==> src/design/dmp_pkg.sv <==
// Shared types and constants for the dot-matrix printer command parser.
// Used by dmp_ctrl, dmp_datapath and the top level; no dependencies.
package dmp_pkg;

  // Width of the vertical cursor and the paper height
  localparam int unsigned YW = 32;
  localparam int unsigned DivCntW = $clog2(YW + 1);

  // Item function codes
  localparam logic [1:0] FN_DATA  = 2'd0;
  localparam logic [1:0] FN_CLOSE = 2'd1;
  localparam logic [1:0] FN_CLEAR = 2'd2;

  // Configuration register indexes
  localparam logic [1:0] CFG_ENABLE = 2'd0;
  localparam logic [1:0] CFG_MARGIN = 2'd1;
  localparam logic [1:0] CFG_PAGE   = 2'd2;

  // Style bit positions
  localparam int unsigned SB_BOLD  = 0;
  localparam int unsigned SB_UNDER = 1;
  localparam int unsigned SB_ITAL  = 2;
  localparam int unsigned SB_COND  = 3;
  localparam int unsigned SB_WIDE  = 4;
  localparam int unsigned SB_ELITE = 5;
  localparam int unsigned SB_PROP  = 6;

  typedef enum logic [2:0] {
    K_GLYPH = 3'd0,
    K_FLUSH = 3'd1,
    K_CR    = 3'd2,
    K_VMOVE = 3'd3,
    K_GCOL  = 3'd4,
    K_PAGE  = 3'd5
  } kind_e;

  typedef enum logic [3:0] {
    PS_TEXT, PS_ESC, PS_UNDER, PS_WIDE, PS_PROP, PS_SCRIPT, PS_MASTER,
    PS_FEED, PS_SPA, PS_SP3, PS_N1, PS_N2, PS_GDATA
  } ps_e;

  // What an item does, as seen before its state update
  typedef enum logic [3:0] {
    CLS_NONE, CLS_ESCLIKE, CLS_FF, CLS_CR, CLS_LF, CLS_FEED, CLS_GLYPH,
    CLS_GCOL, CLS_CLOSE
  } cls_e;

  typedef enum logic [1:0] {
    YS_PITCH, YS_BYTE, YS_FF
  } ysel_e;

  typedef enum logic [3:0] {
    CS_IDLE, CS_DECODE, CS_PREFLUSH, CS_APPLY, CS_GLYPH, CS_FULLFLUSH,
    CS_DIV, CS_ADDY, CS_GROW, CS_VMOVE, CS_CR, CS_GCOL, CS_PAGE
  } ctl_e;

  typedef struct packed {
    logic [1:0] func;
    logic [7:0] data_byte;
    logic       frame_last;
  } in_item_t;

  typedef struct packed {
    logic [2:0]    kind;
    logic [7:0]    value;
    logic [YW-1:0] cursor_y;
    logic [YW-1:0] paper_height;
    logic          x_to_margin;
    logic [2:0]    dot_width;
    logic [6:0]    style_flags;
    logic [1:0]    script_mode;
    logic          last;
  } out_item_t;

  // Controller to datapath
  typedef struct packed {
    logic  load;
    logic  init;
    logic  apply;
    logic  div_start;
    logic  addy;
    ysel_e ysel;
    logic  grow;
    logic  emit;
    logic  clr_pend;
    kind_e kind;
    logic  xm;
    logic  last;
  } dmp_cmd_t;

  // Datapath to controller
  typedef struct packed {
    cls_e cls;
    logic pend_nz;
    logic need_init;
    logic line_full;
    logic glyph_nz;
    logic div_busy;
    logic out_free;
  } dmp_status_t;

endpackage

==> src/design/dmp_ctrl.sv <==
// Sequencing controller for the printer command parser.
// Depends on dmp_pkg; drives dmp_datapath through dmp_cmd_t.
module dmp_ctrl (
  input  logic                 clk_i,
  input  logic                 rst_ni,
  input  logic                 in_valid_i,
  output logic                 in_stall_o,
  input  dmp_pkg::dmp_status_t status_i,
  output dmp_pkg::dmp_cmd_t    cmd_o
);
  import dmp_pkg::*;

  ctl_e state_q, state_d;
  cls_e cls_q, cls_d;

  // State and captured class
  always_ff @(posedge clk_i or negedge rst_ni) begin
    if (!rst_ni) begin
      state_q <= CS_IDLE;
      cls_q   <= CLS_NONE;
    end else begin
      state_q <= state_d;
      cls_q   <= cls_d;
    end
  end

  assign in_stall_o = (state_q != CS_IDLE);

  // Next state
  always_comb begin
    state_d = state_q;
    cls_d   = cls_q;
    unique case (state_q)
      CS_IDLE: if (in_valid_i) state_d = CS_DECODE;
      CS_DECODE: begin
        if (!status_i.need_init) begin
          cls_d = status_i.cls;
          if (status_i.pend_nz && (status_i.cls == CLS_ESCLIKE || status_i.cls == CLS_FF ||
              status_i.cls == CLS_CR || status_i.cls == CLS_LF ||
              status_i.cls == CLS_CLOSE)) begin
            state_d = CS_PREFLUSH;
          end else begin
            state_d = CS_APPLY;
          end
        end
      end
      CS_PREFLUSH: if (status_i.out_free) state_d = CS_APPLY;
      CS_APPLY: begin
        unique case (cls_q)
          CLS_CR:    state_d = CS_CR;
          CLS_LF:    state_d = CS_ADDY;
          CLS_FEED:  state_d = CS_ADDY;
          CLS_FF:    state_d = CS_DIV;
          CLS_GCOL:  state_d = CS_GCOL;
          CLS_CLOSE: state_d = CS_PAGE;
          CLS_GLYPH: begin
            if (status_i.glyph_nz)       state_d = CS_GLYPH;
            else if (status_i.line_full) state_d = CS_FULLFLUSH;
            else                         state_d = CS_IDLE;
          end
          default:   state_d = CS_IDLE;
        endcase
      end
      CS_GLYPH: begin
        if (status_i.out_free) state_d = status_i.line_full ? CS_FULLFLUSH : CS_IDLE;
      end
      CS_FULLFLUSH: if (status_i.out_free) state_d = CS_ADDY;
      CS_DIV:       if (!status_i.div_busy) state_d = CS_ADDY;
      CS_ADDY:      state_d = CS_GROW;
      CS_GROW:      state_d = CS_VMOVE;
      CS_VMOVE, CS_CR, CS_GCOL, CS_PAGE: if (status_i.out_free) state_d = CS_IDLE;
      default:      state_d = CS_IDLE;
    endcase
  end

  // Command outputs
  always_comb begin
    cmd_o      = '0;
    cmd_o.kind = K_GLYPH;
    cmd_o.ysel = YS_PITCH;
    unique case (state_q)
      CS_IDLE:   cmd_o.load = in_valid_i;
      CS_DECODE: cmd_o.init = status_i.need_init;
      CS_PREFLUSH: begin
        cmd_o.emit     = status_i.out_free;
        cmd_o.clr_pend = status_i.out_free;
        cmd_o.kind     = K_FLUSH;
        cmd_o.last     = (cls_q == CLS_ESCLIKE);
      end
      CS_APPLY: begin
        cmd_o.apply     = 1'b1;
        cmd_o.div_start = (cls_q == CLS_FF);
      end
      CS_GLYPH: begin
        cmd_o.emit = status_i.out_free;
        cmd_o.kind = K_GLYPH;
        cmd_o.last = !status_i.line_full;
      end
      CS_FULLFLUSH: begin
        cmd_o.emit     = status_i.out_free;
        cmd_o.clr_pend = status_i.out_free;
        cmd_o.kind     = K_FLUSH;
      end
      CS_DIV: ;
      CS_ADDY: begin
        cmd_o.addy = 1'b1;
        if (cls_q == CLS_FEED)    cmd_o.ysel = YS_BYTE;
        else if (cls_q == CLS_FF) cmd_o.ysel = YS_FF;
        else                      cmd_o.ysel = YS_PITCH;
      end
      CS_GROW: cmd_o.grow = 1'b1;
      CS_VMOVE: begin
        cmd_o.emit = status_i.out_free;
        cmd_o.kind = K_VMOVE;
        cmd_o.xm   = (cls_q != CLS_FEED);
        cmd_o.last = 1'b1;
      end
      CS_CR: begin
        cmd_o.emit = status_i.out_free;
        cmd_o.kind = K_CR;
        cmd_o.last = 1'b1;
      end
      CS_GCOL: begin
        cmd_o.emit = status_i.out_free;
        cmd_o.kind = K_GCOL;
        cmd_o.last = 1'b1;
      end
      CS_PAGE: begin
        cmd_o.emit = status_i.out_free;
        cmd_o.kind = K_PAGE;
        cmd_o.last = 1'b1;
      end
      default: ;
    endcase
  end

  // Checks
  a_div_only_waiting: assert property (@(posedge clk_i) disable iff (!rst_ni)
    status_i.div_busy |-> state_q == CS_DIV)
    else $error("divider busy outside the wait state");

  a_accept_decodes: assert property (@(posedge clk_i) disable iff (!rst_ni)
    (in_valid_i && !in_stall_o) |=> state_q == CS_DECODE)
    else $error("accepted transaction not decoded");

  a_emit_has_room: assert property (@(posedge clk_i) disable iff (!rst_ni)
    cmd_o.emit |-> status_i.out_free)
    else $error("result emitted into a full output register");

  a_ff_divides: assert property (@(posedge clk_i) disable iff (!rst_ni)
    cmd_o.div_start |=> status_i.div_busy)
    else $error("divider did not start");

endmodule

==> src/design/dmp_datapath.sv <==
// Datapath of the printer command parser: state, config, remainder divider, output register.
// Depends on dmp_pkg; commanded by dmp_ctrl.
module dmp_datapath (
  input  logic                 clk_i,
  input  logic                 rst_ni,
  input  dmp_pkg::in_item_t    in_data_i,
  input  logic                 out_stall_i,
  output logic                 out_valid_o,
  output dmp_pkg::out_item_t   out_data_o,
  input  logic                 cfg_we_i,
  input  logic [1:0]           cfg_idx_i,
  input  logic [15:0]          cfg_wdata_i,
  input  dmp_pkg::dmp_cmd_t    cmd_i,
  output dmp_pkg::dmp_status_t status_o
);
  import dmp_pkg::*;

  // Control bytes and escape letters
  localparam logic [7:0] B_ESC = 8'd27;
  localparam logic [7:0] B_SI  = 8'd15;
  localparam logic [7:0] B_DC2 = 8'd18;
  localparam logic [7:0] B_FF  = 8'd12;
  localparam logic [7:0] B_CR  = 8'd13;
  localparam logic [7:0] B_LF  = 8'd10;
  localparam logic [7:0] B_EOL = 8'd155;
  localparam logic [7:0] E_K = 8'h4B, E_L = 8'h4C, E_Y = 8'h59, E_Z = 8'h5A;
  localparam logic [7:0] E_A = 8'h41, E_3 = 8'h33, E_J = 8'h4A;
  localparam logic [7:0] E_E = 8'h45, E_G = 8'h47, E_F = 8'h46, E_H = 8'h48;
  localparam logic [7:0] E_4 = 8'h34, E_5 = 8'h35, E_DASH = 8'h2D, E_W = 8'h57;
  localparam logic [7:0] E_M = 8'h4D, E_P = 8'h50, E_LP = 8'h70, E_S = 8'h53;
  localparam logic [7:0] E_T = 8'h54, E_BANG = 8'h21;
  localparam logic [7:0] E_0 = 8'h30, E_1 = 8'h31, E_2 = 8'h32;
  localparam logic [YW+1:0] YMAX = {2'b00, {YW{1'b1}}};

  // Configuration
  logic        en_q;
  logic [15:0] margin_q, page_q;

  always_ff @(posedge clk_i or negedge rst_ni) begin
    if (!rst_ni) begin
      en_q     <= 1'b1;
      margin_q <= 16'd0;
      page_q   <= 16'd2376;
    end else if (cfg_we_i) begin
      case (cfg_idx_i)
        CFG_ENABLE: en_q     <= cfg_wdata_i[0];
        CFG_MARGIN: margin_q <= cfg_wdata_i;
        CFG_PAGE:   page_q   <= cfg_wdata_i;
        default: ;
      endcase
    end
  end

  logic [15:0] pl;
  assign pl = (page_q == 16'd0) ? 16'd1 : page_q;

  // Parser state
  in_item_t      item_q;
  ps_e           ps_q, ps_a;
  logic [6:0]    st_q, st_a;
  logic [1:0]    sc_q, sc_a;
  logic [9:0]    pitch_q, pitch_a;
  logic [1:0]    dens_q, dens_a;
  logic [15:0]   exp_q, exp_a, rcv_q, rcv_a, e_sum, r_inc;
  logic [7:0]    pend_q, pend_a, limit;
  logic          skip_q, skip_a, rdy_q, rdy_a, apply_init;
  logic [YW-1:0] y_q, pap_q;
  logic [7:0]    b;
  logic          on_bit;
  cls_e          cls_w;

  assign b      = item_q.data_byte;
  assign on_bit = (b == E_1) || (b == 8'd1);
  assign e_sum  = exp_q + {b, 8'h00};
  assign r_inc  = rcv_q + 16'd1;

  // Item classification
  always_comb begin
    cls_w = CLS_NONE;
    if (en_q) begin
      case (item_q.func)
        FN_CLOSE: cls_w = CLS_CLOSE;
        FN_DATA: begin
          if (!skip_q) begin
            case (ps_q)
              PS_TEXT: begin
                case (b)
                  B_ESC, B_SI, B_DC2: cls_w = CLS_ESCLIKE;
                  B_FF:               cls_w = CLS_FF;
                  B_CR:               cls_w = CLS_CR;
                  B_LF, B_EOL:        cls_w = CLS_LF;
                  default:            cls_w = CLS_GLYPH;
                endcase
              end
              PS_FEED:  cls_w = CLS_FEED;
              PS_GDATA: cls_w = CLS_GCOL;
              default:  cls_w = CLS_NONE;
            endcase
          end
        end
        default: cls_w = CLS_NONE;
      endcase
    end
  end

  assign status_o.cls       = cls_w;
  assign limit              = st_q[SB_COND] ? 8'd132 : (st_q[SB_ELITE] ? 8'd96 : 8'd80);
  assign status_o.line_full = (pend_q >= limit);
  assign status_o.pend_nz   = (pend_q != 8'd0);
  assign status_o.glyph_nz  = (b[6:0] != 7'd0);
  assign status_o.need_init = en_q && (item_q.func == FN_DATA) && !skip_q && !rdy_q;

  // State update for the item, apart from emitted events
  always_comb begin
    ps_a = ps_q; st_a = st_q; sc_a = sc_q; pitch_a = pitch_q; dens_a = dens_q;
    exp_a = exp_q; rcv_a = rcv_q; pend_a = pend_q; skip_a = skip_q; rdy_a = rdy_q;
    apply_init = 1'b0;
    if (en_q) begin
      case (item_q.func)
        FN_DATA: begin
          if (skip_q) begin
            if (item_q.frame_last) skip_a = 1'b0;
          end else begin
            ps_a = PS_TEXT;
            case (ps_q)
              PS_TEXT: begin
                case (b)
                  B_ESC: ps_a = PS_ESC;
                  B_SI:  st_a[SB_COND] = 1'b1;
                  B_DC2: st_a[SB_COND] = 1'b0;
                  B_EOL: if (!item_q.frame_last) skip_a = 1'b1;
                  B_FF, B_CR, B_LF: ;
                  default: begin
                    if (b[7]) st_a[SB_ITAL] = 1'b1;
                    if (b[6:0] != 7'd0) pend_a = pend_q + 8'd1;
                  end
                endcase
              end
              PS_ESC: begin
                case (b)
                  E_K:      begin dens_a = 2'd2; ps_a = PS_N1; end
                  E_L, E_Y: begin dens_a = 2'd1; ps_a = PS_N1; end
                  E_Z:      begin dens_a = 2'd0; ps_a = PS_N1; end
                  E_A:      ps_a = PS_SPA;
                  E_3:      ps_a = PS_SP3;
                  E_J:      ps_a = PS_FEED;
                  E_E, E_G: st_a[SB_BOLD] = 1'b1;
                  E_F, E_H: st_a[SB_BOLD] = 1'b0;
                  E_4:      st_a[SB_ITAL] = 1'b1;
                  E_5:      st_a[SB_ITAL] = 1'b0;
                  E_DASH:   ps_a = PS_UNDER;
                  E_W:      ps_a = PS_WIDE;
                  E_M:      st_a[SB_ELITE] = 1'b1;
                  E_P:      st_a[SB_ELITE] = 1'b0;
                  E_LP:     ps_a = PS_PROP;
                  E_S:      ps_a = PS_SCRIPT;
                  E_T:      sc_a = 2'd0;
                  E_BANG:   ps_a = PS_MASTER;
                  E_0:      pitch_a = 10'd27;
                  E_1:      pitch_a = 10'd21;
                  E_2:      pitch_a = 10'd36;
                  default: ;
                endcase
              end
              PS_UNDER:  st_a[SB_UNDER] = on_bit;
              PS_WIDE:   st_a[SB_WIDE] = on_bit;
              PS_PROP:   st_a[SB_PROP] = on_bit;
              PS_SCRIPT: sc_a = ((b == E_0) || (b == 8'd0)) ? 2'd1 : 2'd2;
              PS_MASTER: st_a = {b[1], b[0], b[5], b[2], b[6], b[7], |b[4:3]};
              PS_SPA:    pitch_a = {2'b00, b} + {1'b0, b, 1'b0};
              PS_SP3:    pitch_a = {2'b00, b};
              PS_N1: begin
                exp_a = {8'h00, b};
                ps_a  = PS_N2;
              end
              PS_N2: begin
                exp_a = e_sum;
                rcv_a = 16'd0;
                ps_a  = (e_sum != 16'd0) ? PS_GDATA : PS_TEXT;
              end
              PS_GDATA: begin
                rcv_a = r_inc;
                ps_a  = (r_inc >= exp_q) ? PS_TEXT : PS_GDATA;
              end
              default: ;
            endcase
          end
        end
        FN_CLOSE: skip_a = 1'b0;
        FN_CLEAR: begin
          skip_a = 1'b0; pend_a = 8'd0; exp_a = 16'd0; rcv_a = 16'd0; ps_a = PS_TEXT;
          apply_init = 1'b1;
        end
        default: ;
      endcase
    end
  end

  // Remainder of cursor_y by the page length, one bit a cycle
  logic [15:0]        rem_q;
  logic [16:0]        rem_sh;
  logic [YW-1:0]      dq_q;
  logic [DivCntW-1:0] cnt_q;
  logic               busy_q;

  assign rem_sh           = {rem_q, dq_q[YW-1]};
  assign status_o.div_busy = busy_q;

  always_ff @(posedge clk_i or negedge rst_ni) begin
    if (!rst_ni) begin
      busy_q <= 1'b0;
      cnt_q  <= '0;
    end else if (cmd_i.div_start) begin
      busy_q <= 1'b1;
      cnt_q  <= DivCntW'(YW);
    end else if (busy_q) begin
      cnt_q <= cnt_q - 1'b1;
      if (cnt_q == DivCntW'(1)) busy_q <= 1'b0;
    end
  end

  always_ff @(posedge clk_i) begin
    if (cmd_i.div_start) begin
      rem_q <= 16'd0;
      dq_q  <= y_q;
    end else if (busy_q) begin
      dq_q  <= {dq_q[YW-2:0], 1'b0};
      rem_q <= (rem_sh >= {1'b0, pl}) ? 16'(rem_sh - {1'b0, pl}) : rem_sh[15:0];
    end
  end

  // Cursor arithmetic with saturation
  logic [YW+1:0] y_sum, y_new, pap_sum, pap_new;
  logic          grow_hit;

  always_comb begin
    case (cmd_i.ysel)
      YS_BYTE: y_sum = {2'b00, y_q} + {{(YW-6){1'b0}}, b};
      YS_FF:   y_sum = {2'b00, y_q} - {{(YW-14){1'b0}}, rem_q}
                     + {{(YW-14){1'b0}}, pl} + {{(YW-14){1'b0}}, margin_q};
      default: y_sum = {2'b00, y_q} + {{(YW-8){1'b0}}, pitch_q};
    endcase
    y_new    = (y_sum > YMAX) ? YMAX : y_sum;
    grow_hit = ({2'b00, y_q} + {{(YW-14){1'b0}}, margin_q}) > {2'b00, pap_q};
    pap_sum  = {2'b00, pap_q} + {{(YW-14){1'b0}}, pl};
    pap_new  = (pap_sum > YMAX) ? YMAX : pap_sum;
  end

  // State registers
  always_ff @(posedge clk_i or negedge rst_ni) begin
    if (!rst_ni) begin
      ps_q <= PS_TEXT; st_q <= 7'd0; sc_q <= 2'd0; pitch_q <= 10'd36; dens_q <= 2'd0;
      exp_q <= 16'd0; rcv_q <= 16'd0; pend_q <= 8'd0; skip_q <= 1'b0; rdy_q <= 1'b0;
      y_q <= '0; pap_q <= '0;
    end else begin
      if (cmd_i.init || (cmd_i.apply && apply_init)) begin
        pap_q <= YW'(pl); y_q <= YW'(margin_q); pitch_q <= 10'd36;
        st_q <= 7'd0; sc_q <= 2'd0; rdy_q <= 1'b1;
        if (cmd_i.apply) begin
          ps_q <= ps_a; exp_q <= exp_a; rcv_q <= rcv_a; pend_q <= pend_a; skip_q <= skip_a;
        end
      end else if (cmd_i.apply) begin
        ps_q <= ps_a; st_q <= st_a; sc_q <= sc_a; pitch_q <= pitch_a; dens_q <= dens_a;
        exp_q <= exp_a; rcv_q <= rcv_a; pend_q <= pend_a; skip_q <= skip_a; rdy_q <= rdy_a;
      end
      if (cmd_i.clr_pend) pend_q <= 8'd0;
      if (cmd_i.addy) y_q <= y_new[YW-1:0];
      if (cmd_i.grow && grow_hit) pap_q <= pap_new[YW-1:0];
    end
  end

  always_ff @(posedge clk_i) begin
    if (cmd_i.load) item_q <= in_data_i;
  end

  // Output register
  logic      out_valid_q;
  out_item_t out_q, res;
  logic [6:0] g;

  assign g = ((b[6:0] < 7'd32) || (b[6:0] > 7'd126)) ? 7'd32 : b[6:0];

  always_comb begin
    res              = '0;
    res.kind         = cmd_i.kind;
    res.cursor_y     = y_q;
    res.paper_height = pap_q;
    res.x_to_margin  = cmd_i.xm;
    res.style_flags  = st_q;
    res.script_mode  = sc_q;
    res.last         = cmd_i.last;
    if (cmd_i.kind == K_GLYPH) res.value = {1'b0, g};
    if (cmd_i.kind == K_GCOL) begin
      res.value     = b;
      res.dot_width = (dens_q == 2'd2) ? 3'd4 : ((dens_q == 2'd1) ? 3'd2 : 3'd1);
    end
  end

  assign status_o.out_free = !out_valid_q || !out_stall_i;

  always_ff @(posedge clk_i or negedge rst_ni) begin
    if (!rst_ni)               out_valid_q <= 1'b0;
    else if (cmd_i.emit)       out_valid_q <= 1'b1;
    else if (!out_stall_i)     out_valid_q <= 1'b0;
  end

  always_ff @(posedge clk_i) begin
    if (cmd_i.emit) out_q <= res;
  end

  assign out_valid_o = out_valid_q;
  assign out_data_o  = out_q;

endmodule

==> src/design/dot_matrix_printer_command_parser_unit.sv <==
// Printer command parser, top level: controller plus datapath.
// The first byte after reset takes longer than later ones, since it initialises the state first;
// a form feed result waits for the bit-serial remainder unit. Output stalls delay every result.
// One transaction at a time: the input stalls until the current one is done.
// Reset (rst_ni, asynchronous) restores text state, default registers and no paper.
// Depends on dmp_pkg, dmp_ctrl and dmp_datapath.
module dot_matrix_printer_command_parser_unit (
  input  logic               clk_i,
  input  logic               rst_ni,
  input  logic               in_valid_i,
  output logic               in_stall_o,
  input  dmp_pkg::in_item_t  in_data_i,
  output logic               out_valid_o,
  input  logic               out_stall_i,
  output dmp_pkg::out_item_t out_data_o,
  input  logic               cfg_we_i,
  input  logic [1:0]         cfg_idx_i,
  input  logic [15:0]        cfg_wdata_i
);
  import dmp_pkg::*;

  dmp_cmd_t    cmd;
  dmp_status_t status;

  dmp_ctrl u_ctrl (
    .clk_i      (clk_i),
    .rst_ni     (rst_ni),
    .in_valid_i (in_valid_i),
    .in_stall_o (in_stall_o),
    .status_i   (status),
    .cmd_o      (cmd)
  );

  dmp_datapath u_dp (
    .clk_i       (clk_i),
    .rst_ni      (rst_ni),
    .in_data_i   (in_data_i),
    .out_stall_i (out_stall_i),
    .out_valid_o (out_valid_o),
    .out_data_o  (out_data_o),
    .cfg_we_i    (cfg_we_i),
    .cfg_idx_i   (cfg_idx_i),
    .cfg_wdata_i (cfg_wdata_i),
    .cmd_i       (cmd),
    .status_o    (status)
  );

endmodule
==> config.mk <==
export PLATFORM = sky130hd
export DESIGN_NAME = dot_matrix_printer_command_parser_unit
export DESIGN_NICKNAME = d
export VERILOG_FILES = /design/src/design/dmp_pkg.sv /design/src/design/dmp_ctrl.sv /design/src/design/dmp_datapath.sv /design/src/design/dot_matrix_printer_command_parser_unit.sv
export SDC_FILE = /design/constraint.sdc
export NUM_CORES = 1
export LEC_CHECK = 0
export ABC_CLOCK_PERIOD_IN_PS = 5200
export BUFFER_PORTS_ARGS = -buffer_cell sky130_fd_sc_hd__buf_2
export CAP_MARGIN = 40
export CORE_AREA = 2 2 204 206
export DETAILED_ROUTE_END_ITERATION = 8
export DIE_AREA = 0 0 206 208
export GPL_ROUTABILITY_DRIVEN = 0
export PLACE_DENSITY_LB_ADDON = 0.15
export SLEW_MARGIN = 20
export SYNTH_ARGS = -nofsm -noshare
export SYNTH_HDL_FRONTEND = slang
export SYNTH_SLANG_ARGS = --single-unit
==> constraint.sdc <==
create_clock -name clk_i -period 5.2 [get_ports clk_i]
set_input_delay 0.78 -clock clk_i [delete_from_list [all_inputs] [get_ports clk_i]]
set_output_delay 0.78 -clock clk_i [all_outputs]
set_load 0.02 [all_outputs]
==> flow_summary.json, run 1 <==
{
  "outcome": "complete, but fails checks",
  "violations_in_the_final_reports": "setup timing",
  "count_of_buffers_inserted_at_the_top_level_ports": 124,
  "cts.htree.levels": 2,
  "initial_drt_pass_iterations": 6,
  "drv_slew": 0,
  "clkLatencyLatePin_ns": 0.56,
  "worst_ir_drop_vdd_uv": 532,
  "synth-edff-count": 132,
  "setup_total_negative_slack_ns": -3.20,
  "post_drt_via_cell_ratio": 6.31,
  "synth.distinct_cells": 86,
  "synthCells": 2562,
  "cts_inserted_buffers": 37,
  "fin_worst_skew_ns": 0.0205,
  "leakagePower_nw": 12.0,
  "std_cell_rows": 74,
  "synth-seq-cells": 328,
  "cts_tree": "yes",
  "synth.cell_area_um2": 23000,
  "drt_iter0_drc": 2379,
  "cp.arrival_ns": 5.79,
  "cell_area_power_density_nw_per_um2": 780,
  "core_region_area_um2": 40600,
  "mappedNetlistNets": 2801,
  "synth_async_sr_flop_share_pct": 54.9,
  "finalWorstPathRequiredPeriod_ns": 5.40,
  "grt.total_usage_pct": 32.4,
  "global_route.overflow_total": 0,
  "end_kind": "register",
  "synthMostInstantiatedCell": "sky130_fd_sc_hd__nand2_1",
  "pin_count_of_the_biggest_net_entering_global_routing": 75,
  "global_route_wire_length_before_repair_um": 109000,
  "report.power.total_mw": 21.1,
  "dp.final_hpwl_um": 51100,
  "worst_ep_required_time_ns": 5.59,
  "drt.antenna.violating_nets": 0,
  "via_count_of_the_first_global_routing_pass": 20000,
  "die_x_um": 206,
  "wire_per_inst_um": 21.2,
  "die_height_um": 208,
  "grt_antenna_before_repair": 0,
  "design_area_um2": 27000,
  "drv.max_cap_violation_count": 0,
  "relSlewSlack_pct": 42.0,
  "timing.critical_path.from_type": "register",
  "syn_avg_cell_area_um2": 8.98,
  "critPathKind": "reg2reg",
  "layout_worst_path_cycle_share_pct": 104,
  "cts.path.max_buffers": 3,
  "top_ports": 125,
  "vias": 21100,
  "ys_dominant_reg_cell": "sky130_fd_sc_hd__dfrtp_1",
  "path_clk_slew_ns": 0.06,
  "largest_area_contributor_in_the_netlist": "sky130_fd_sc_hd__dfrtp_1",
  "report.final.hold_viol_count": 0,
  "tightest_slew_ns": 0.859,
  "route.detailed.drc": 0,
  "post_route_cells_drive_above_1_share_pct": 18.3,
  "fill_cells": 3300,
  "die_area_um2": 42800,
  "setup_violations": 24,
  "minimum_setup_slack_in_the_final_design_ns": -0.197,
  "top_cells_by_area_in_the_synthesized_netlist": "sky130_fd_sc_hd__dfrtp_1 19%, sky130_fd_sc_hd__edfxtp_1 17%, sky130_fd_sc_hd__ha_1 9.8%",
  "fmax_mhz": 185,
  "post-synth-top-area-fraction_pct": 18.8,
  "finalHoldWorstSlack_ns": 0.126,
  "postPlaceCellArea_um2": 25100,
  "grt_setup_unrepaired": "yes",
  "area.growth.synth_to_final_pct": 17.4,
  "cts_hold_buf": 0,
  "initial_utilization_pct": 56.7,
  "cts-root-buf": "sky130_fd_sc_hd__clkbuf_16",
  "cts.sink_count": 328,
  "finish.net_count": 3020,
  "detail_route.wirelength_um": 70800,
  "yosys_warnings": 0,
  "synth_common_cells": "250 x sky130_fd_sc_hd__nand2_1, 224 x sky130_fd_sc_hd__nor2_1, 181 x sky130_fd_sc_hd__ha_1",
  "n_antenna_cell": 0,
  "critPathMaxFanout": 5,
  "hold_path.class": "in2async",
  "seq_total_area_yosys_pct": 38.2
}
==> sequential cells by signal, indices dropped and copies added, names as in the netlist, 3 cells and up <==
name             flops
u_dp.out_data_o     89
u_dp.b               8
u_dp.dq_q           32
u_dp.cnt_q           6
u_ctrl.cls_q         4
u_dp.ps_q            4
u_ctrl.state_q       4
u_dp.pap_q          32
u_dp.pend_q          8
u_dp.st_q            7
u_dp.margin_q       16
u_dp.y_q            32
u_dp.rcv_q          16
u_dp.exp_q          16
u_dp.page_q         16
u_dp.pitch_q        10
u_dp.rem_q          16
u_dp.item_q          3
==> final timing paths <==
kind                                                from  slack (ns)  depth (start not counted)                            to
worst max-delay path             u_dp.y_q[0]$_DFFE_PN0P_       -0.20                         25       u_dp.y_q[1]$_DFFE_PN0P_
min in group clk_i                          in_data_i[9]        0.39                          1      u_dp.item_q[9]$_DFFE_PP_
worst max register to register   u_dp.y_q[0]$_DFFE_PN0P_       -0.20                         25       u_dp.y_q[1]$_DFFE_PN0P_
worst min register to register  u_dp.st_q[1]$_DFFE_PN0P_        0.44                          0  u_dp.out_data_o[4]$_DFFE_PP_
max in group asynchronous                         rst_ni        3.81                          3         u_dp.en_q$_DFFE_PN1P_
worst min-delay path                              rst_ni        0.13                          1     u_dp.cnt_q[3]$_DFFE_PN0P_
==> routing by layer <==
layer	GRT usage (%)	up-vias	part of all wire [%]
met3	5.62	198	9.0
met4	12.9	0	4.0
met5	0	-	0
li1	-	9684	-
met1	46.1	10100	43
met2	48.9	1063	44
==> report_power, final <==
part,internal [mW],switching [mW],total [mW]
Sequential,3.82,0.684,4.51
Clock,1.47,1.13,2.60
Combinational,6.01,7.97,14.0
==> cells in the final DEF (no fill, tap or decap), types with 9 or more instances in the layout <==
cell,Yosys,final
sky130_fd_sc_hd__xnor2_1,85,85
sky130_fd_sc_hd__o21bai_1,11,10
sky130_fd_sc_hd__o31ai_1,17,16
sky130_fd_sc_hd__nor2b_1,24,24
sky130_fd_sc_hd__nor4_1,21,19
sky130_fd_sc_hd__or2_2,13,12
sky130_fd_sc_hd__buf_4,1,158
sky130_fd_sc_hd__nand2b_1,28,25
sky130_fd_sc_hd__o21a_1,32,31
sky130_fd_sc_hd__buf_2,2,124
sky130_fd_sc_hd__inv_1,175,172
sky130_fd_sc_hd__a211oi_1,38,32
sky130_fd_sc_hd__or3_1,19,19
sky130_fd_sc_hd__nor2_1,224,219
sky130_fd_sc_hd__mux2_2,41,41
sky130_fd_sc_hd__a21o_1,54,53
sky130_fd_sc_hd__o211ai_1,15,15
sky130_fd_sc_hd__a22o_1,28,28
sky130_fd_sc_hd__buf_6,2,9
sky130_fd_sc_hd__and3_1,30,29
sky130_fd_sc_hd__dfrtp_1,173,173
sky130_fd_sc_hd__and2_1,28,25
sky130_fd_sc_hd__dfxtp_1,16,16
sky130_fd_sc_hd__nand4_1,38,38
sky130_fd_sc_hd__o21ai_0,151,143
sky130_fd_sc_hd__fa_1,24,23
sky130_fd_sc_hd__a31oi_1,62,60
sky130_fd_sc_hd__nor3_1,66,63
sky130_fd_sc_hd__ha_1,181,176
sky130_fd_sc_hd__nand2_1,250,247
sky130_fd_sc_hd__edfxtp_1,132,132
sky130_fd_sc_hd__o41ai_1,11,9
sky130_fd_sc_hd__clkbuf_16,0,38
sky130_fd_sc_hd__xor2_1,54,54
sky130_fd_sc_hd__nand3b_1,9,9
sky130_fd_sc_hd__nand3_1,55,55
sky130_fd_sc_hd__a21oi_1,179,166
==> metrics by stage <==
stage          setup WS [ns]  instances  utilization (%)
2_1_floorplan         0.0249       2562                -
3_3_place_gp          -0.187       3243             61.7
3_5_place_dp          -0.315       3246             61.9
4_1_cts              0.00271       3320             65.3
5_1_grt               -0.289       3340             66.6
6_report              -0.197       3340             66.6
==> critical path: stages, from the launching register on <==
cell	delay [ns]
sky130_fd_sc_hd__dfrtp_1	0.36
sky130_fd_sc_hd__inv_2	0.06
sky130_fd_sc_hd__ha_4	0.16
sky130_fd_sc_hd__fa_2	0.38
sky130_fd_sc_hd__nand2b_4	0.16
sky130_fd_sc_hd__a21oi_4	0.16
sky130_fd_sc_hd__nor2_2	0.07
sky130_fd_sc_hd__o31ai_2	0.31
sky130_fd_sc_hd__a21o_1	0.17
sky130_fd_sc_hd__a211o_1	0.14
sky130_fd_sc_hd__nand2_2	0.06
sky130_fd_sc_hd__fa_1	0.56
sky130_fd_sc_hd__inv_2	0.05
sky130_fd_sc_hd__ha_4	0.30
sky130_fd_sc_hd__nand2_4	0.06
sky130_fd_sc_hd__nand2b_4	0.09
sky130_fd_sc_hd__nor4_4	0.04
sky130_fd_sc_hd__nor2_2	0.15
sky130_fd_sc_hd__a211oi_2	0.12
sky130_fd_sc_hd__buf_4	0.16
sky130_fd_sc_hd__or4_4	0.54
sky130_fd_sc_hd__or4_4	0.58
sky130_fd_sc_hd__o211ai_4	0.13
sky130_fd_sc_hd__buf_12	0.17
sky130_fd_sc_hd__clkbuf_16	0.16
sky130_fd_sc_hd__a31oi_1	0.09
==> final cells by class <==
| type | count | area, um^2 | area share [%] |
|---|---|---|---|
| sequential | 328 | 8800 | 32.6 |
| multi-input combinational | 1938 | 13600 | 50.3 |
| clock inverter | 22 | 213 | 0.787 |
| inverter | 175 | 657 | 2.43 |
| timing repair buffer | 301 | 2140 | 7.91 |
| clock buffer | 44 | 952 | 3.52 |
| tap | 532 | 666 | 2.46 |
==> logic make-up after synthesis <==
family,after synthesis,share of synthesized area (%)
and+or+nand+nor,852,17.9
AOI/OAI and AO/OA,693,19.4
DFF,328,38.2
buffers and inverters,296,4.92
adders and majority gates,205,11.9
xor gates and xnor gates,139,5.29
muxes,49,2.35
==> timing repair <==
| item | 4_1_cts | 5_1_grt |
|---|---|---|
| setup endpoints to repair | 64 | 64 |
| pin swaps | 12 | 67 |
| gates cloned | 2 | 2 |
| gates resized for setup | 24 | 84 |
| setup buffers | 6 | 17 |
No activity file was read; power rests on OpenSTA's default activity.
==> run 2, diff against run 1 <==
- CORE_AREA: 2 2 204 206 -> 2 2 208 210
- DIE_AREA: 0 0 206 208 -> 0 0 210 212
==> run 2 against run 1 <==
  * The flow still finishes with violations (setup timing)
  * Global-route usage fell by 1.1 points
  * Register-to-register slack better by 0.16 ns
  * Core utilization down 3.5 points
  * Routed wire length is 0.95% lower
  * Fmax rose by 3.1%
  * Non-clock buffer count fell by 24
  * Worst hold slack worse by 0.024 ns
  * Clock skew up 0.0015 ns
  * Via count is 0.99% lower
  * Die area increased by 3.9%
  * Combinational power is 3% lower
  * First-iteration DRC count shrank 20%
  * Critical endpoint is now u_dp.y_q[9]$_DFFE_PN0P_
  * Largest cell class unchanged
  * Highest routed layer unchanged
==> flow_summary.json, run 2 (synthesis gave the netlist of run 1 again) <==
{
  "global_route_wire_length_before_repair_um": 109000,
  "std_cell_rows": 76,
  "switching_power_mw": 9.58,
  "cp.arrival_ns": 5.64,
  "wire_per_inst_um": 21.0,
  "cts.htree.levels": 2,
  "dp.final_hpwl_um": 51600,
  "combPwrFrac_pct": 64.8,
  "postPlaceCellArea_um2": 25000,
  "global_route.overflow_total": 0,
  "relSlewSlack_pct": 44.3,
  "setup_violations": 5,
  "critical_path.cell_chain": "inv_2 > ha_4 > fa_2 > nand2b_4 > a21oi_4 > nor2_2 > o31ai_2 > a21o_1 > a211o_1 > nand2_1 > fa_1 > inv_2 > ha_4 > and3_4 > o21ai_2 > a311oi_2 > o2bb2ai_2 > nor4_2 > nand3b_1 > or4_4 > o211ai_4 > buf_12 > buf_12 > a31oi_1",
  "initial_utilization_pct": 54.1,
  "count_of_buffers_inserted_at_the_top_level_ports": 124,
  "worst_ep_required_time_ns": 5.61,
  "post_route_cells_drive_above_1_share_pct": 17.4,
  "leading_cell_type_in_the_layout_fill_and_taps_excluded": "sky130_fd_sc_hd__nand2_1",
  "clkLatencyLatePin_ns": 0.58,
  "minimum_setup_slack_in_the_final_design_ns": -0.0364,
  "detail_route.wirelength_um": 70200,
  "die_height_um": 212,
  "finalWorstPathRequiredPeriod_ns": 5.24,
  "critPathKind": "reg2reg",
  "design_area_um2": 26800,
  "initial_drt_pass_iterations": 6,
  "cts.sink_count": 328,
  "critical-path-slowest-cell": "sky130_fd_sc_hd__or4_4",
  "timing.critical_path.slowest_cell_delay_ns": 0.58,
  "area.sequential_um2": 8800,
  "hold_path.class": "in2async",
  "cts_tree": "yes",
  "grt_setup_unrepaired": "yes",
  "numPlacedInstances": 3250,
  "intPower_mw": 11.4,
  "cts.path.max_buffers": 3,
  "layout_worst_path_cycle_share_pct": 101,
  "timing.critical_path.from_type": "register",
  "drv.max_cap_violation_count": 0,
  "finish.net_count": 2998,
  "setup_total_negative_slack_ns": -0.143,
  "final_core_utilization_pct": 63.1,
  "final_cell_count_without_fillers": 3336,
  "critPathMaxFanout": 5,
  "reg2reg_from": "u_dp.y_q[0]$_DFFE_PN0P_",
  "power.clock.fraction_pct": 13.7,
  "n_antenna_cell": 0,
  "drt.antenna.violating_nets": 0,
  "path_clk_slew_ns": 0.06,
  "outcome": "complete, but fails checks",
  "cts_inserted_buffers": 39,
  "drt_iter0_drc": 1896,
  "post_drt_via_cell_ratio": 6.25,
  "pin_count_of_the_biggest_net_entering_global_routing": 80,
  "drv_slew": 0,
  "end_kind": "register",
  "leakagePower_nw": 11.9,
  "fin_worst_skew_ns": 0.0220,
  "report.power.total_mw": 21.0,
  "layout.cells.most_common_list": "249 x sky130_fd_sc_hd__nand2_1, 217 x sky130_fd_sc_hd__nor2_1, 177 x sky130_fd_sc_hd__ha_1",
  "report.final.hold_viol_count": 0,
  "violations_in_the_final_reports": "setup timing",
  "seq_power_share_pct": 21.5,
  "fmax_mhz": 191,
  "grt_antenna_before_repair": 1,
  "route.detailed.drc": 0,
  "die_x_um": 210,
  "die_area_um2": 44500,
  "cts_hold_buf": 0,
  "crit_path_start": "u_dp.y_q[0]$_DFFE_PN0P_",
  "cell_area_power_density_nw_per_um2": 781,
  "via_count_of_the_first_global_routing_pass": 19900,
  "multi_input_comb_area_um2": 13500,
  "vias": 20900,
  "flip_flop_count_of_the_largest_register_all_copies_and_words_added": 89,
  "fill_cells": 3520,
  "tightest_slew_ns": 0.834,
  "grt.total_usage_pct": 31.3,
  "core_region_area_um2": 42500,
  "sw_frac_of_total_pct": 45.7,
  "area.growth.synth_to_final_pct": 16.6,
  "cts-root-buf": "sky130_fd_sc_hd__clkbuf_16",
  "top_ports": 125,
  "worst_ir_drop_vdd_uv": 580
}
run 2: cell count changes in the layout (fill, tap and decap cells not counted), moves of 3 or more:
cell                        change
sky130_fd_sc_hd__clkbuf_8       +5
sky130_fd_sc_hd__clkbuf_16      +4
sky130_fd_sc_hd__a211oi_2       -3
sky130_fd_sc_hd__nor4_2         +3
sky130_fd_sc_hd__clkbuf_1       +3
sky130_fd_sc_hd__buf_4         -20
sky130_fd_sc_hd__clkinv_1       -3
sky130_fd_sc_hd__inv_6          -3
sky130_fd_sc_hd__buf_6          -3
run 2: worst max-delay path: cells and delay by family, from the launching register on:
family	cells	cell delay, ns
compound gates	9	1.56
fa+ha+maj	4	1.27
buf+inv	4	0.39
flops	1	0.35
simple gates	7	1.49
run 2: repair_timing:
action / CTS / global route
buffers inserted: 5 / 5
pin swaps: 11 / 31
setup endpoints to repair: 64 / 64
gates resized for setup: 28 / 61
gates cloned: 2 / 0
run 2: power by group through the flow:
stage	sequential [mW]	combinational [mW]	clock [mW]
final	4.51	13.6	2.86
after global routing	4.60	14.9	3.00
after CTS	4.49	12.6	2.91
after detailed placement	4.52	12.4	0
after global placement	4.49	12.1	0
after floorplan	4.76	8.15	0
run 2: stage by stage:
step	setup WS (ns)	hold WS (ns)
6_report	-0.0364	0.102
5_1_grt	-0.172	0.0997
4_1_cts	-0.0210	0.0833
3_5_place_dp	-0.341	0.434
3_3_place_gp	-0.217	0.436
2_1_floorplan	0.0249	0.419
run 2: layout make-up:
| cell class | count | area share [%] |
|---|---|---|
| repair buffers | 277 | 7.05 |
| flip-flops and latches | 328 | 32.8 |
| inverters | 175 | 2.45 |
| multi-input cells | 1938 | 50.2 |
| clock inverters | 15 | 0.657 |
| clock buffers | 57 | 4.31 |
| well taps | 546 | 2.55 |
run 2: metal layers:
layer / vias up / routed length, um / share of wire (%) / global-route usage (%)
met1: 10100 / 30400 / 43 / 44.0
met3: 178 / 6490 / 9.2 / 6.74
met2: 968 / 30900 / 44 / 48.2
met5: - / 0 / 0 / 0
li1: 9654 / - / - / -
met4: 0 / 2400 / 3.4 / 10.4
run 2: path summary, 6_finish.rpt:
| path | depth (start not counted) | endpoint | slack, ns |
|---|---|---|---|
| max | 24 | u_dp.y_q[9]$_DFFE_PN0P_ | -0.04 |
| min | 1 | u_dp.margin_q[8]$_DFFE_PN0P_ | 0.10 |
| max reg2reg | 24 | u_dp.y_q[9]$_DFFE_PN0P_ | -0.04 |
| min reg2reg | 0 | u_dp.out_data_o[9]$_DFFE_PP_ | 0.44 |
| max in group asynchronous | 2 | u_dp.y_q[29]$_DFFE_PN0P_ | 4.32 |
| min in group clk_i | 1 | u_dp.item_q[9]$_DFFE_PP_ | 0.39 |
